--- config.mk ---
export PLATFORM = sky130hd
export DESIGN_NAME = cmap_div_stage
export DESIGN_NICKNAME = d
export VERILOG_FILES = /design/src/design/clipped_colormap_pixel_render_top_assert.svh /design/src/design/cmap_pkg.sv /design/src/design/cmap_div_stage.sv
export SDC_FILE = /design/constraint.sdc
export NUM_CORES = 1
export LEC_CHECK = 0
export ABC_AREA = 1
export BUFFER_PORTS_ARGS = -buffer_cell sky130_fd_sc_hd__buf_2
export CAP_MARGIN = 5
export CORE_MARGIN = 5
export CORE_UTILIZATION = 27
export DETAILED_ROUTE_END_ITERATION = 10
export GPL_ROUTABILITY_DRIVEN = 1
export GPL_TIMING_DRIVEN = 0
export SYNTH_ARGS = -nofsm -noshare
export SYNTH_HDL_FRONTEND = slang
export SYNTH_SLANG_ARGS = --single-unit
--- constraint.sdc ---
create_clock -name clock -period 5.07 [get_ports clock]
set_clock_uncertainty 0.15 [all_clocks]
set_input_delay 1.2675 -clock clock [delete_from_list [all_inputs] [get_ports clock]]
set_output_delay 1.2675 -clock clock [all_outputs]
set_load 0.01 [all_outputs]
--- src/design/clipped_colormap_pixel_render_top_assert.svh ---
// Assertion macros for the colormap render block.
// Included by the top module, which checks its own logic; no other dependencies.
`ifndef CLIPPED_COLORMAP_PIXEL_RENDER_TOP_ASSERT_SVH
`define CLIPPED_COLORMAP_PIXEL_RENDER_TOP_ASSERT_SVH
`ifndef SYNTHESIS
`define CMAP_ASSERT(lbl, prop, msg) \
   lbl: assert property (@(posedge clock) disable iff (reset) prop) else $error(msg);
`define CMAP_ASSERT_ALWAYS(lbl, prop, msg) \
   lbl: assert property (@(posedge clock) prop) else $error(msg);
`else
`define CMAP_ASSERT(lbl, prop, msg)
`define CMAP_ASSERT_ALWAYS(lbl, prop, msg)
`endif
`endif

--- src/design/cmap_pkg.sv ---
// Shared constants, codes and pipeline types for the colormap render block.
// No dependencies.
package cmap_pkg;
   localparam int TABLE_DEPTH = 4096;
   localparam int IDX_W       = $clog2(TABLE_DEPTH);
   localparam int LAST_W      = 12;
   localparam int DATA_W      = 32;
   localparam int COLOR_W     = 24;
   localparam int CSR_W       = 3;
   localparam int NUM_W       = DATA_W + LAST_W + 2;
   localparam int DEN_W       = DATA_W + 1;

   localparam logic [CSR_W-1:0] CSR_LOW  = 3'd0;
   localparam logic [CSR_W-1:0] CSR_HIGH = 3'd1;
   localparam logic [CSR_W-1:0] CSR_LAST = 3'd2;
   localparam logic [CSR_W-1:0] CSR_NAN  = 3'd3;
   localparam logic [CSR_W-1:0] CSR_BG   = 3'd4;

   localparam logic OP_LOAD   = 1'b0;
   localparam logic OP_RENDER = 1'b1;

   localparam logic [1:0] SEL_BG  = 2'd0;
   localparam logic [1:0] SEL_NAN = 2'd1;
   localparam logic [1:0] SEL_TBL = 2'd2;

   typedef struct packed {
      logic              vld;
      logic              op;
      logic              wr_ok;
      logic [LAST_W-1:0] load_idx;
      logic [COLOR_W-1:0] load_rgb;
      logic [1:0]        sel;
      logic              use_div;
      logic [LAST_W-1:0] idx;
      logic [LAST_W-1:0] last;
   } ctl_type;

   typedef struct packed {
      logic [DEN_W-1:0]  r;
      logic [LAST_W-1:0] low;
      logic [LAST_W-1:0] q;
      logic [DEN_W-1:0]  den;
   } div_type;
endpackage

--- src/design/cmap_div_stage.sv ---
// One restoring-division step: one quotient bit per stage.
// Depends on cmap_pkg.
module cmap_div_stage import cmap_pkg::*; (
   input  logic    clock,
   input  logic    reset,
   input  logic    adv,
   input  ctl_type ctl_in,
   input  div_type div_in,
   output ctl_type ctl_out,
   output div_type div_out
);
   ctl_type c_ff;
   div_type d_ff, d_in;
   logic [DEN_W:0] t;
   logic ge;

   always_comb begin
      t  = {div_in.r, div_in.low[LAST_W-1]};
      ge = (t >= {1'b0, div_in.den});
      d_in     = div_in;
      d_in.r   = ge ? DEN_W'(t - {1'b0, div_in.den}) : t[DEN_W-1:0];
      d_in.low = {div_in.low[LAST_W-2:0], 1'b0};
      d_in.q   = {div_in.q[LAST_W-2:0], ge};
   end

   always_ff @(posedge clock) begin
      if (reset) begin
         c_ff <= '0;
      end else if (adv) begin
         c_ff <= ctl_in;
      end
      if (adv) begin
         d_ff <= d_in;
      end
   end

   assign ctl_out = c_ff;
   assign div_out = d_ff;
endmodule

# [Word level (Yosys, flattened, before mapping)]
# Index checks and enable logic that the tools add are counted.
[classes] addsub=1 order_cmp=1 n_mux=1
[ops] op="$ge A34 B33 Y1" n=1
[ops] op="$mux W33" n=1
[ops] op="$sub A33 B33 Y33" n=1
[word_totals] register_bits=155 inputBits=159 out_inout_bits=156 word_cells=16

# [Longest topological paths before layout]
[depth] word_depth=2 depth_mapped=15 ltp_nobuf=15

# [Least setup slack after synthesis]
# Ideal clock, no wire load.
[synth_timing] path_type="input to register" start="input port div_in[56] (netlist bit)" end="register d_ff (netlist bit div_out[82]), data pin" setup_time_ns=0.252 arrival_ns=2.679 setup_slack_ns=1.988 cell_stages=13 cell_sequence="inv_1 ha_1 inv_1 fa_1 nand3_1 nand3_2 nand2_1 nand2_1 nand2_4 nand2_8 buf_12 nand3_2 nand2_1"
[synth_rtl] item="start, declared" line="cmap_div_stage.sv:8" source="input div_type div_in,"
[synth_rtl] item="end signal, assigned" line="cmap_div_stage.sv:33" source="d_ff <= d_in;"
[synth_rtl] item="end, declared" line="cmap_div_stage.sv:13" source="div_type d_ff, d_in;"

==> flow_metrics.tcl <==
set metrics [dict create \
    nets 1580 \
    drcViolationCount 0 \
    crit_slowest_cell "fa_1" \
    syn-num-nets 1249 \
    final-setup-viol-count 0 \
    critical_path_class "in2reg" \
    drv_cap 0 \
    crit-reg2reg-capture "ctl_out[52]" \
    startpoint "div_in[56]" \
    port_buffers 311 \
    track_usage_pct 15.51 \
    synth-seq-cells 155 \
    holdBufCountCts 0 \
    clockRootBuffer "clkbuf_16" \
    cts_tree "built" \
    die_y_um 184.4 \
    status "completed" \
    r2r-start "ctl_out[52]" \
    slew_headroom_pct 63.33 \
    critPathBufInv 4 \
    synth_edf_count 89 \
    fin_util_pct 36.55 \
    floorplan.initialDensity_pct 27.50 \
    cp_top_family "simple AND/OR/NAND/NOR gates" \
    fin_ws_ns 1.927 \
    timing.final.crit_share_pct 62.00 \
    synth_largest_area_cell "edfxtp_1" \
    irDropWorstVdd_uv 200.2 \
    synth.distinct_cells 35 \
    dp_worst_setup_slack_ns 1.414 \
    path_clk_slew_ns 0.07 \
    fp-row-count 63 \
    fin_crit_ns 3.143 \
    totalPowerFinal_w 0.003586 \
    cpMostUsedCell "nand2_1" \
    gp_congestion 0.9135 \
    cp.required_ns 5.11 \
    drive_above_1_share_pct 28.00 \
    synth_common_cells "423 x nand2_1, 153 x inv_1, 89 x edfxtp_1" \
    drv_slew 0 \
    ys_top_cells_by_area "edfxtp_1 33%, nand2_1 19%, dfxtp_1 16%" \
    cts_buffer_depth 2 \
    core_um2 29870 \
    grt_max_degree 71 \
    yosysMostFrequentCell "nand2_1" \
    synth_compound_area_share_pct 5.545 \
    reg2reg_setup_slack_ns 4.22 \
    htree_levels 4 \
    synth_area_um2 8214 \
    cts-resized-gates 0 \
    synth_top_family_by_area "simple AND/OR/NAND/NOR gates" \
    crit_path_max_fanout 10 \
    drt-total-wl_um 26760 \
    vias 7615 \
    hold_depth 2 \
    postRouteAntennaNets 0 \
    power_density_nw_per_um2 328.4 \
    stdcell_area_um2 10920 \
    synth-xor-area-share_pct 1.493 \
    timing.final.hold_violations 0 \
    grt_pass1_wl_um 40900 \
    grt_overflow 0 \
    max_stage_delay_ns 0.44 \
    synth.area.mux_share_pct 0 \
    first_global_vias 7623 \
    io_pins 315 \
    cts_buffers 17 \
    dpl.hpwl_um 21830 \
    min_from "ctl_out[7]" \
    worstRegToRegCells 2 \
    postPlaceCellArea_um2 10290 \
    synthSimpleGateAreaFrac_pct 29.69 \
    rsz0062_at_grt "false" \
    hold_class "reg2reg" \
    synthArstFlopShare_pct 0 \
    synth_cells 1056 \
    dieArea_um2 34010 \
    fin_tns_setup_ns 0 \
    hold_end "ctl_out[7]" \
    num-fill-cells 3112 \
    dr.pass1.iters 4 \
    synth_top_area_share_pct 32.54 \
    vias_per_cell 4.252 \
    ys_seq_area_share_pct 48.62 \
    clk_latency_ns 0.44 \
    cts_setup_buffers 0 \
    yosys_warnings 0 \
    power_leakage_nw 5.660 \
    synth.avg_cell_area_um2 7.779 \
    worstMarginPinSlew_ns 0.5500 \
    synthAdderAreaFrac_pct 5.270 \
    cts_num_sinks 155 \
    arrival_ns 3.19 \
    setup.worst_path.end_class "register" \
    startpoint_type "input port" \
    antenna_found_initial 1 \
    synth-main-ff-cell "edfxtp_1" \
    die_w_um 184.4 \
    path_cells "buf_2 > inv_1 > ha_1 > inv_1 > fa_1 > nand3_1 > nand3_2 > nand2_1 > nand2_1 > nand2_4 > nand2_8 > buf_12 > nand3_2 > nand2_1" \
    area_growth_pct 32.93 \
    drt_iter0_markers 302 \
    wl_per_cell_um 14.94 \
    fmax_ghz 0.3181 \
]
cell usage in the layout (no fill, tap or decap), drive strengths merged:
cell and count:
a21o 2, a21oi 87, and2 5, and3 1
buf 328, bufinv 3, clkbuf 32, clkinv 2
clkinvlp 2, conb 1, dfxtp 66, diode 1
edfxtp 89, fa 1, ha 33, inv 169
nand2 429, nand3 69, nand3b 10, nand4 2
nor2 41, nor3 11, o21ai 1, or2 2
xnor2 1, xor2 13
registers in the layout, summed over array words and instances (netlist names):
register and cells:
div_out 89, ctl_out 66
where the power goes:
group	total [W]	leakage, nW	switching, W	internal (W)
clock	0.00139	0.302	0.000592	0.000794
combinational	0.000715	3.94	0.000445	0.000270
sequential	0.00148	1.41	0.0000321	0.00145
total	0.00359	5.66	0.00107	0.00252
final cells by class:
type,count,area [µm²],area share (%)
Multi-Input combinational cell,709,3453,31.63
Antenna cell,1,2.502,0.02292
Inverter,161,604.3,5.535
Clock inverter,15,202.7,1.856
Buffer,31,162.7,1.490
Sequential cell,155,3994,36.58
Clock buffer,17,425.4,3.896
Tap cell,390,488.0,4.469
Timing Repair Buffer,312,1587,14.53
per-stage QoR:
| step | std cells | hold WS (ns) |
|---|---|---|
| after floorplan | 1056 | 0.3356 |
| after global placement | 1757 | 0.2957 |
| after detailed placement | 1758 | 0.3023 |
| after CTS | 1790 | 0.3123 |
| after global routing | 1791 | 0.3251 |
| final | 1791 | 0.3090 |
cells by family (layout without fill, tap and decap cells):
family          after synthesis  in the layout
fa+ha+maj                    34             34
xor+xnor                     14             14
compound gates               90             90
simple gates                570            570
buf+inv                     192            536
other cells                   1              2
flops                       155            155
metal layers:
metal  up-vias  share of wire, %  wire length (µm)  track usage [%]
met3        30               7.6              2028            4.263
met1      3340                40             10680            17.26
met4         0               1.9               497            5.146
met5         -                 0                 0                0
li1       3988                 -                 -                -
met2       257                51             13560            28.50
worst max path at each step:
stage	slack, ns	cells past startpoint	end
2_1_floorplan	1.99	13	div_out[82]
3_3_place_gp	0.73	5	ctl_out[55]
3_5_place_dp	1.41	14	div_out[77]
4_1_cts	1.90	14	div_out[77]
5_1_grt	1.71	15	div_out[85]
6_report	1.93	14	div_out[77]
worst register-to-register path: cells and delay by family (launching register included):
kind            cells  cell delay [ns]
flops               1             0.39
compound gates      1             0.17
simple gates        1             0.07
Note: power is estimated with default switching activity, not from simulation.
