[src/design/clipped_colormap_pixel_render_top_assert.svh]
// Assertion macros for the colormap render block.
// Included by the top module, which checks its own logic; no other dependencies.
`ifndef CLIPPED_COLORMAP_PIXEL_RENDER_TOP_ASSERT_SVH
`define CLIPPED_COLORMAP_PIXEL_RENDER_TOP_ASSERT_SVH
`ifndef SYNTHESIS
`define CMAP_ASSERT(lbl, prop, msg) \
   lbl: assert property (@(posedge clock) disable iff (reset) prop) else $error(msg);
`define CMAP_ASSERT_ALWAYS(lbl, prop, msg) \
   lbl: assert property (@(posedge clock) prop) else $error(msg);
`else
`define CMAP_ASSERT(lbl, prop, msg)
`define CMAP_ASSERT_ALWAYS(lbl, prop, msg)
`endif
`endif

[src/design/cmap_pkg.sv]
// Shared constants, codes and pipeline types for the colormap render block.
// No dependencies.
package cmap_pkg;
   localparam int TABLE_DEPTH = 4096;
   localparam int IDX_W       = $clog2(TABLE_DEPTH);
   localparam int LAST_W      = 12;
   localparam int DATA_W      = 32;
   localparam int COLOR_W     = 24;
   localparam int CSR_W       = 3;
   localparam int NUM_W       = DATA_W + LAST_W + 2;
   localparam int DEN_W       = DATA_W + 1;

   localparam logic [CSR_W-1:0] CSR_LOW  = 3'd0;
   localparam logic [CSR_W-1:0] CSR_HIGH = 3'd1;
   localparam logic [CSR_W-1:0] CSR_LAST = 3'd2;
   localparam logic [CSR_W-1:0] CSR_NAN  = 3'd3;
   localparam logic [CSR_W-1:0] CSR_BG   = 3'd4;

   localparam logic OP_LOAD   = 1'b0;
   localparam logic OP_RENDER = 1'b1;

   localparam logic [1:0] SEL_BG  = 2'd0;
   localparam logic [1:0] SEL_NAN = 2'd1;
   localparam logic [1:0] SEL_TBL = 2'd2;

   typedef struct packed {
      logic              vld;
      logic              op;
      logic              wr_ok;
      logic [LAST_W-1:0] load_idx;
      logic [COLOR_W-1:0] load_rgb;
      logic [1:0]        sel;
      logic              use_div;
      logic [LAST_W-1:0] idx;
      logic [LAST_W-1:0] last;
   } ctl_type;

   typedef struct packed {
      logic [DEN_W-1:0]  r;
      logic [LAST_W-1:0] low;
      logic [LAST_W-1:0] q;
      logic [DEN_W-1:0]  den;
   } div_type;
endpackage

[src/design/cmap_front.sv]
// Front end: input register, classify/clip, 32x12 multiply, numerator build.
// Depends on cmap_pkg.
module cmap_front import cmap_pkg::*; (
   input  logic                     clock,
   input  logic                     reset,
   input  logic                     adv,
   input  logic                     req_valid,
   input  logic                     req_opcode,
   input  logic [LAST_W-1:0]        req_entry_index,
   input  logic [7:0]               req_entry_red,
   input  logic [7:0]               req_entry_green,
   input  logic [7:0]               req_entry_blue,
   input  logic signed [DATA_W-1:0] req_pixel_value,
   input  logic                     req_pixel_invalid,
   input  logic                     req_in_bounds,
   input  logic signed [DATA_W-1:0] low_limit,
   input  logic signed [DATA_W-1:0] high_limit,
   input  logic [LAST_W-1:0]        last_index,
   output ctl_type                  ctl_out,
   output div_type                  div_out
);
   ctl_type c0_ff, c0_in, c1_ff, c1_in, c2_ff, c3_ff;
   logic signed [DATA_W-1:0] val0_ff;
   logic inv0_ff, inb0_ff;
   logic [DATA_W-1:0] off1_ff, off1_in, span1_ff, span1_in, span2_ff;
   logic [DATA_W+LAST_W-1:0] prod2_ff, prod2_in;
   logic [NUM_W-1:0] num3;
   div_type d3_ff, d3_in;
   logic [LAST_W-1:0] last_sat;
   logic signed [DATA_W:0] off_w, span_w;

   // stage 0: capture
   always_comb begin
      c0_in          = '0;
      c0_in.vld      = req_valid;
      c0_in.op       = req_opcode;
      c0_in.wr_ok    = (32'(req_entry_index) < TABLE_DEPTH);
      c0_in.load_idx = req_entry_index;
      c0_in.load_rgb = {req_entry_red, req_entry_green, req_entry_blue};
   end

   always_ff @(posedge clock) begin
      if (reset) begin
         c0_ff <= '0;
      end else if (adv) begin
         c0_ff <= c0_in;
      end
      if (adv) begin
         val0_ff <= req_pixel_value;
         inv0_ff <= req_pixel_invalid;
         inb0_ff <= req_in_bounds;
      end
   end

   // stage 1: classify and clip
   always_comb begin
      last_sat = (32'(last_index) > TABLE_DEPTH - 1) ? LAST_W'(TABLE_DEPTH - 1) : last_index;
      off_w    = $signed({val0_ff[DATA_W-1], val0_ff}) - $signed({low_limit[DATA_W-1], low_limit});
      span_w   = $signed({high_limit[DATA_W-1], high_limit})
               - $signed({low_limit[DATA_W-1], low_limit});
      off1_in  = off_w[DATA_W-1:0];
      span1_in = span_w[DATA_W-1:0];
      c1_in         = c0_ff;
      c1_in.last    = last_sat;
      c1_in.use_div = 1'b0;
      c1_in.idx     = '0;
      if (!inb0_ff) begin
         c1_in.sel = SEL_BG;
      end else if (inv0_ff) begin
         c1_in.sel = SEL_NAN;
      end else begin
         c1_in.sel = SEL_TBL;
      end
      if (val0_ff <= low_limit) begin
         c1_in.idx = '0;
      end else if (val0_ff >= high_limit) begin
         c1_in.idx = last_sat;
      end else begin
         c1_in.use_div = 1'b1;
      end
   end

   // stage 2: off * last
   assign prod2_in = (DATA_W+LAST_W)'(off1_ff) * (DATA_W+LAST_W)'(c1_ff.last);

   // stage 3: numerator 2*off*last + span, denominator 2*span
   always_comb begin
      num3     = {prod2_ff, 1'b0} + NUM_W'(span2_ff);
      d3_in.r   = num3[NUM_W-2:LAST_W];
      d3_in.low = num3[LAST_W-1:0];
      d3_in.q   = '0;
      d3_in.den = {span2_ff, 1'b0};
   end

   always_ff @(posedge clock) begin
      if (reset) begin
         c1_ff <= '0;
         c2_ff <= '0;
         c3_ff <= '0;
      end else if (adv) begin
         c1_ff <= c1_in;
         c2_ff <= c1_ff;
         c3_ff <= c2_ff;
      end
      if (adv) begin
         off1_ff  <= off1_in;
         span1_ff <= span1_in;
         prod2_ff <= prod2_in;
         span2_ff <= span1_ff;
         d3_ff    <= d3_in;
      end
   end

   assign ctl_out = c3_ff;
   assign div_out = d3_ff;
endmodule

[config.mk]
export PLATFORM = sky130hd
export DESIGN_NAME = cmap_front
export DESIGN_NICKNAME = d
export VERILOG_FILES = /design/src/design/clipped_colormap_pixel_render_top_assert.svh /design/src/design/cmap_pkg.sv /design/src/design/cmap_front.sv
export SDC_FILE = /design/constraint.sdc
export NUM_CORES = 2
export LEC_CHECK = 0
export ABC_AREA = 1
export BUFFER_PORTS_ARGS = -buffer_cell sky130_fd_sc_hd__buf_2
export CAP_MARGIN = 20
export CORE_ASPECT_RATIO = 1.75
export CORE_MARGIN = 2
export CORE_UTILIZATION = 35
export CTS_CLUSTER_SIZE = 10
export DETAILED_ROUTE_END_ITERATION = 12
export GPL_TIMING_DRIVEN = 0
export MAX_ROUTING_LAYER = met4
export PLACE_DENSITY = 0.5
export SETUP_SLACK_MARGIN = 0.3
export SKIP_LAST_GASP = 1
export SLEW_MARGIN = 15
export SYNTH_ARGS = -nofsm -noshare
export SYNTH_HDL_FRONTEND = slang
export SYNTH_SLANG_ARGS = --single-unit
[constraint.sdc]
create_clock -name clock -period 5.03 [get_ports clock]
set_input_delay 0.503 -clock clock [delete_from_list [all_inputs] [get_ports clock]]
set_output_delay 0.503 -clock clock [all_outputs]
set_load 0.01 [all_outputs]
# --- Yosys cells after proc, flatten, opt, wreduce, memory -nomap -nowiden ---
# Index checks and enable logic that the tools add are counted.
totals:
  register_bits: 488
  inputBits: 151
  out_inout_bits: 156
op_classes:
  add_sub_neg: 3
  mux: 6
  multipliers: 1
  order_cmp: 2
ops:
  columns: ["cell", "n"]
  rows:
  - ["$sub 32x32->32", 2]
  - ["$add 45x32->45", 1]
  - ["$mul 32x12->44", 1]
  - ["$ge 32x32->1", 1]
  - ["$le 32x32->1", 1]
  - ["$mux 12", 2]
  - ["$mux 2", 2]
  - ["$mux 1", 2]

# --- Depth between registers and ports, before layout ---
logic_depth:
  ltp_word: 3
  ltp_mapped: 26
  ltp_nobuf: 24

# --- Worst setup path after synthesis ---
# No wires, ideal clock.
synth_timing:
  path_type: "flip-flop to flip-flop"
  start: "reg c1_ff[3] in the netlist's numbering"
  end: "reg prod2_ff[36], data pin"
  synth_period_minus_slack_ns: 4.978
  slack_ns: 0.052
  t_arrival_ns: 4.726
  stages_incl_launch_ff: 22
  setup_ns: 0.252
  cell_sequence: "dfxtp_1 > clkbuf_1 > clkbuf_1 > nand2_1 > fa_1 > fa_1 > fa_1 > inv_1 > fa_1 > inv_1 > fa_1 > inv_1 > ha_1 > nand2_1 > o21ai_1 > a21oi_1 > o21ai_1 > nand2_1 > nand2_1 > nand4_1 > nand3_1 > nand2_1"
synth_via:
  elab_chain_cells: 1
synth_rtl:
  columns: ["item", "line_no", "rtl"]
  rows:
  - ["start, declared", "cmap_front.sv:22", "ctl_type c0_ff, c0_in, c1_ff, c1_in, c2_ff, c3_ff;"]
  - ["start signal, assigned", "cmap_front.sv:101", "c1_ff <= c1_in;"]
  - ["$mul 32x12->44", "cmap_front.sv:84", "assign prod2_in = (DATA_W+LAST_W)'(off1_ff) * (DATA_W+LAST_W)'(c1_ff.last);"]
  - ["named net prod2_in[36]", "cmap_front.sv:26", "logic [DATA_W+LAST_W-1:0] prod2_ff, prod2_in;"]
  - ["end signal, assigned", "cmap_front.sv:108", "prod2_ff <= prod2_in;"]
  - ["end, declared", "cmap_front.sv:26", null]
# The timed path passes the listed nets, and every way through them passes these cells.
# A chain may end at the register's enable or synchronous reset.

# --- Worst setup path after layout ---
layout_timing:
  start: "reg c1_ff[6] in the netlist's numbering"
  end: "reg prod2_ff[42], data pin"
# The elaborated chain is that of the path after synthesis.

==> results.md <==
- Counting instances, the worst hold path has a depth of 1.
- Dividing total power by cell area gives a power density of between 400 and 500 nW/um^2.
- Timing analysis after detailed placement gives a worst setup slack of -1300 ps.
- In this run the mean area of a mapped cell was approximately 8.3 um^2.
- The slowest stage of the critical path is the fa_2 cell.
- Clock-pin slew was measured on the worst setup and hold paths at 60 ps.
- The most prevalent standard cell on the critical path is fa_1.
- Walking the worst path, the cells encountered are clkbuf_16 > buf_8 > nand2_2 > fa_1 > inv_1 > fa_2 > fa_1 > fa_1 > inv_1 > fa_1 > inv_2 > ha_4 > nand2_1 > nand2_1 > a21oi_2 > a21boi_2 > o21ai_1 > nand2_1 > nand3_2 > xor2_2.
- The worst supply voltage drop on vdd is 0.000297 V.
- The count of endpoints failing hold in the final timing report was 0.
- The dominant cell type by area after synthesis is edfxtp_1.
- The initial antenna violation count is 7.
- During synthesis, Yosys emitted a total of 0 warnings.
- Ranked by total cell area, the synthesized netlist is headed by edfxtp_1, fa_1, dfxtp_1.
- The clock latency on the worst-skew pair is around 660 ps.
- The checks that failed: negative setup slack.
- The arrival time at the worst endpoint is 5480 ps.
- The clock arrives with 37.9 ps of skew.
- The top achievable clock speed is 0.196 GHz.
- The first routing iteration left 1295 violations.
- The count of different cell masters after synthesis is 47.
- The post-synthesis sequential element count is 487.
- The static leakage is around 21 nW.
- The post-route non-filler standard cell count is around 6000.
- Along the worst path, the maximum fanout reaches 7.
- The detailed-routing wirelength on met1 is 39700 um.
- The remaining antenna violation count is 0.
- The share of synthesized area in the top cell type comes to 0.213.
- The final non-filler cell area is 43800 um^2.
- The total via count in the routed design is a little under 30000.
- The proportion of power drawn by flip-flops and latches is 0.286.
- For the worst setup path, the data required time is 5410 ps.
- The global-route usage over all layers is 0.246.
- Measured along the y axis, the die boundary spans 424 um.
- The min-delay analysis places its worst path in the category input port to flip-flop.
- During I/O placement, the number of pins put on the boundary was a little over 300.
- In this run the power spent charging and discharging nets is 0.00781 W.
- The post-synthesis instance area is 35200 um^2.
- The die footprint is between 100000 and 150000 um^2.
- The number of max-slew violations in the final report came to 0.
- The sort of element at the start of the critical path is a flip-flop.
- Once detailed placement completed, the half-perimeter wirelength came to 101000 um.
- The start of the worst register-to-register path is c1_ff[6]$_SDFFE_PP0P_.
- STA classifies the critical path endpoint as a flip-flop.
- Synthesis handed over a netlist of 4260 instances.
- The fraction of synthesis flops using an asynchronous set or reset pin is 0.
- The actual slew at the worst max-slew pin is roughly 1200 ps.
- The highest layer touched by signal routing is met4.
- The placement-stage cell area is 38600 um^2.
- Max-cap violations in this run came to 0.
- The clock root buffer is clkbuf_16.
- The clock passes through at most 3 buffers.
- The number of setup violations in the final report is 5.
- The standard cell core area is 100000 um^2.
- For the final routed database, the setup TNS stands at -182 ps.
- TritonCTS built the clock tree.
- The post-detailed-route wirelength per cell is 20.3 um.
- The CTS sink count is 487.
- Setup repair after global routing could not meet its margin everywhere.
- The first-pass GRT wire length is 185000 um.
- The flow ran to the end, but the final reports show violations.
- The time the final worst path needs with I/O delays and setup is 5100 ps.
- Setup slack on the critical path of the routed design comes to -73.2 ps.
- The area growth from synthesis to layout is 24.3%.
- In this run the most critical hold path is launched from req_pixel_value[28].
- Of the total power, the clock network draws 0.203.
- Yosys mapped a number of flops with a built-in enable equal to 250.
- The final-layout worst hold slack is 38.9 ps.
- The sum of overflow across all layers after global routing is 0.
- The via count of the first global-routing pass came to 31673.
- At the end of routability-driven placement, the weighted congestion stood at 0.925.
- By startpoint and endpoint, the worst setup path is classified as flip-flop to flip-flop.
- The first-pass detailed-route iteration total is 5.
- The number of cells after detailed placement is approximately 5900.
- After detailed routing, the number of vias per cell comes to 4.84.
- Of the total power, the share spent switching nets is 0.415.
- The width of the die is between 200 and 250 um.
- The number of cells on the worst reg-to-reg path is 20.
- After detailed routing, the number of remaining DRC violations is 0.
- The final clock period utilization by the worst path is 1.01.
- The total internal power is 0.0110 W.
- The met3 routed wirelength is 5160 um.
- Detailed routing placed a total of 69500 um of wire on met2.
- The final wirelength is 124000 um.
- The standard-cell row count is 154.
- The dominant synthesized flop cell is edfxtp_1.
- In this run, CTS created clock tree buffers numbering 56.
- On the worst path, the slowest cell contributes a delay of 610 ps.
- The pin count of the biggest net entering global routing is 93.
- The most critical setup path has its startpoint at c1_ff[6]$_SDFFE_PP0P_.
- Of the total power, combinational logic draws 0.511.
- The initial utilization of the core area, before any placement, comes to 0.351.
- At the end of the flow, the number of nets in the layout was about 5400.
- In the final layout, the share of cells above drive strength 1 is 0.187.
- In this run the tool buffered the top-level ports with 292 buffer cells.
- The relative max-transition margin is 0.225.
- The part of the Yosys area used for sequential elements is 0.348.
- The H-tree was split into 2 levels.
## final timing paths
path | to | slack [ps]
setup / recovery | prod2_ff[42]$_DFFE_PP_ | -70
hold / removal | val0_ff[28]$_DFFE_PP_ | 40
setup reg to reg | prod2_ff[42]$_DFFE_PP_ | -70
hold reg to reg | span2_ff[21]$_DFFE_PP_ | 410
## kinds of logic (layout without fill, tap and decap cells)
| family | after synthesis | in the layout | synth area share |
|---|---|---|---|
| AO/OA/AOI/OAI | 608 | 608 | 0.0949 |
| XOR/XNOR | 126 | 126 | 0.0313 |
| adder cells (fa/ha/maj) | 511 | 511 | 0.246 |
| buffers and inverters | 900 | 1411 | 0.0978 |
| flip-flops | 487 | 487 | 0.348 |
| other | 1 | 20 | 0.000106 |
| AND/OR/NAND/NOR | 1627 | 1627 | 0.182 |
## cells in the final DEF, fill, tap and decap left out, drive strengths merged, types with 26 or more instances in the layout
master  count
dfxtp     237
xor2       81
clkbuf    219
xnor2      45
o21ai     299
buf       453
nor3       31
nand3      70
a21oi     205
nor2      644
fa        303
inv       728
nand2     846
edfxtp    250
ha        208
a31oi      26
## Yosys cell counts (22+ instances only)
cell / instances
a31oi_1: 26
a21oi_1: 193
ha_1: 208
nand2_1: 837
dfxtp_1: 237
nor3_1: 30
a21o_1: 24
o21bai_1: 22
nand3_1: 68
xnor2_1: 45
inv_1: 720
xor2_1: 81
edfxtp_1: 250
clkbuf_1: 156
o21ai_0: 287
nor2_1: 635
fa_1: 303
## stage by stage
step,total power [W],util
floorplan,0.0101,-
global placement,0.0125,0.384
detailed placement,0.0125,0.385
CTS,0.0181,0.428
global route,0.0200,0.437
finish,0.0188,0.437
## power by group through the flow
stage / Clock [W] / Sequential [W] / Combinational, W
final: 0.00382 / 0.00537 / 0.00961
after global routing: 0.00405 / 0.00542 / 0.0105
after CTS: 0.00391 / 0.00538 / 0.00880
after detailed placement: 0 / 0.00546 / 0.00708
after global placement: 0 / 0.00547 / 0.00705
after floorplan: 0 / 0.00543 / 0.00469
## area by class of cell
class	count	area [um^2]
Clock inverter	6	118
Inverter	727	2730
Clock buffer	77	1520
Multi-Input combinational cell	2885	20900
Fill cell	10148	56400
Tap cell	1326	1660
Sequential cell	487	12300
Buffer	173	1730
Timing Repair Buffer	428	2780
Antenna cell	7	17.5
## timing repair
item                       in CTS  in global routing
hold buffers                    6                  0
gates cloned                    8                  6
gates resized for setup       425                157
setup endpoints to repair      38                 31
pin swaps                      91                 72
hold endpoints to repair        6                  0
setup buffers                  78                 35
## layer usage
layer  GRT usage  up-vias
li1            -    14299
met1       0.216    14155
met2       0.484      798
met3      0.0321      342
met4       0.151        0
met5           -        -
## worst max-delay path: cells and delay by family, from the launching register on
family                   cells  cell delay (ps)
AND/OR/NAND/NOR              5              470
buffers and inverters        5              460
flip-flops                   1              330
AO/OA/AOI/OAI                3              520
XOR/XNOR                     1              160
adder cells (fa/ha/maj)      6             2900
## sequential cells by signal, indices dropped and copies added (netlist names)
register  cells
div_out      76
c1_ff        66
ctl_out      66
c2_ff        66
off1_ff      32
inb0_ff       1
span2_ff     32
prod2_ff     44
inv0_ff       1
val0_ff      32
span1_ff     32
c0_ff        39
No activity file was read; power rests on OpenSTA's default activity.
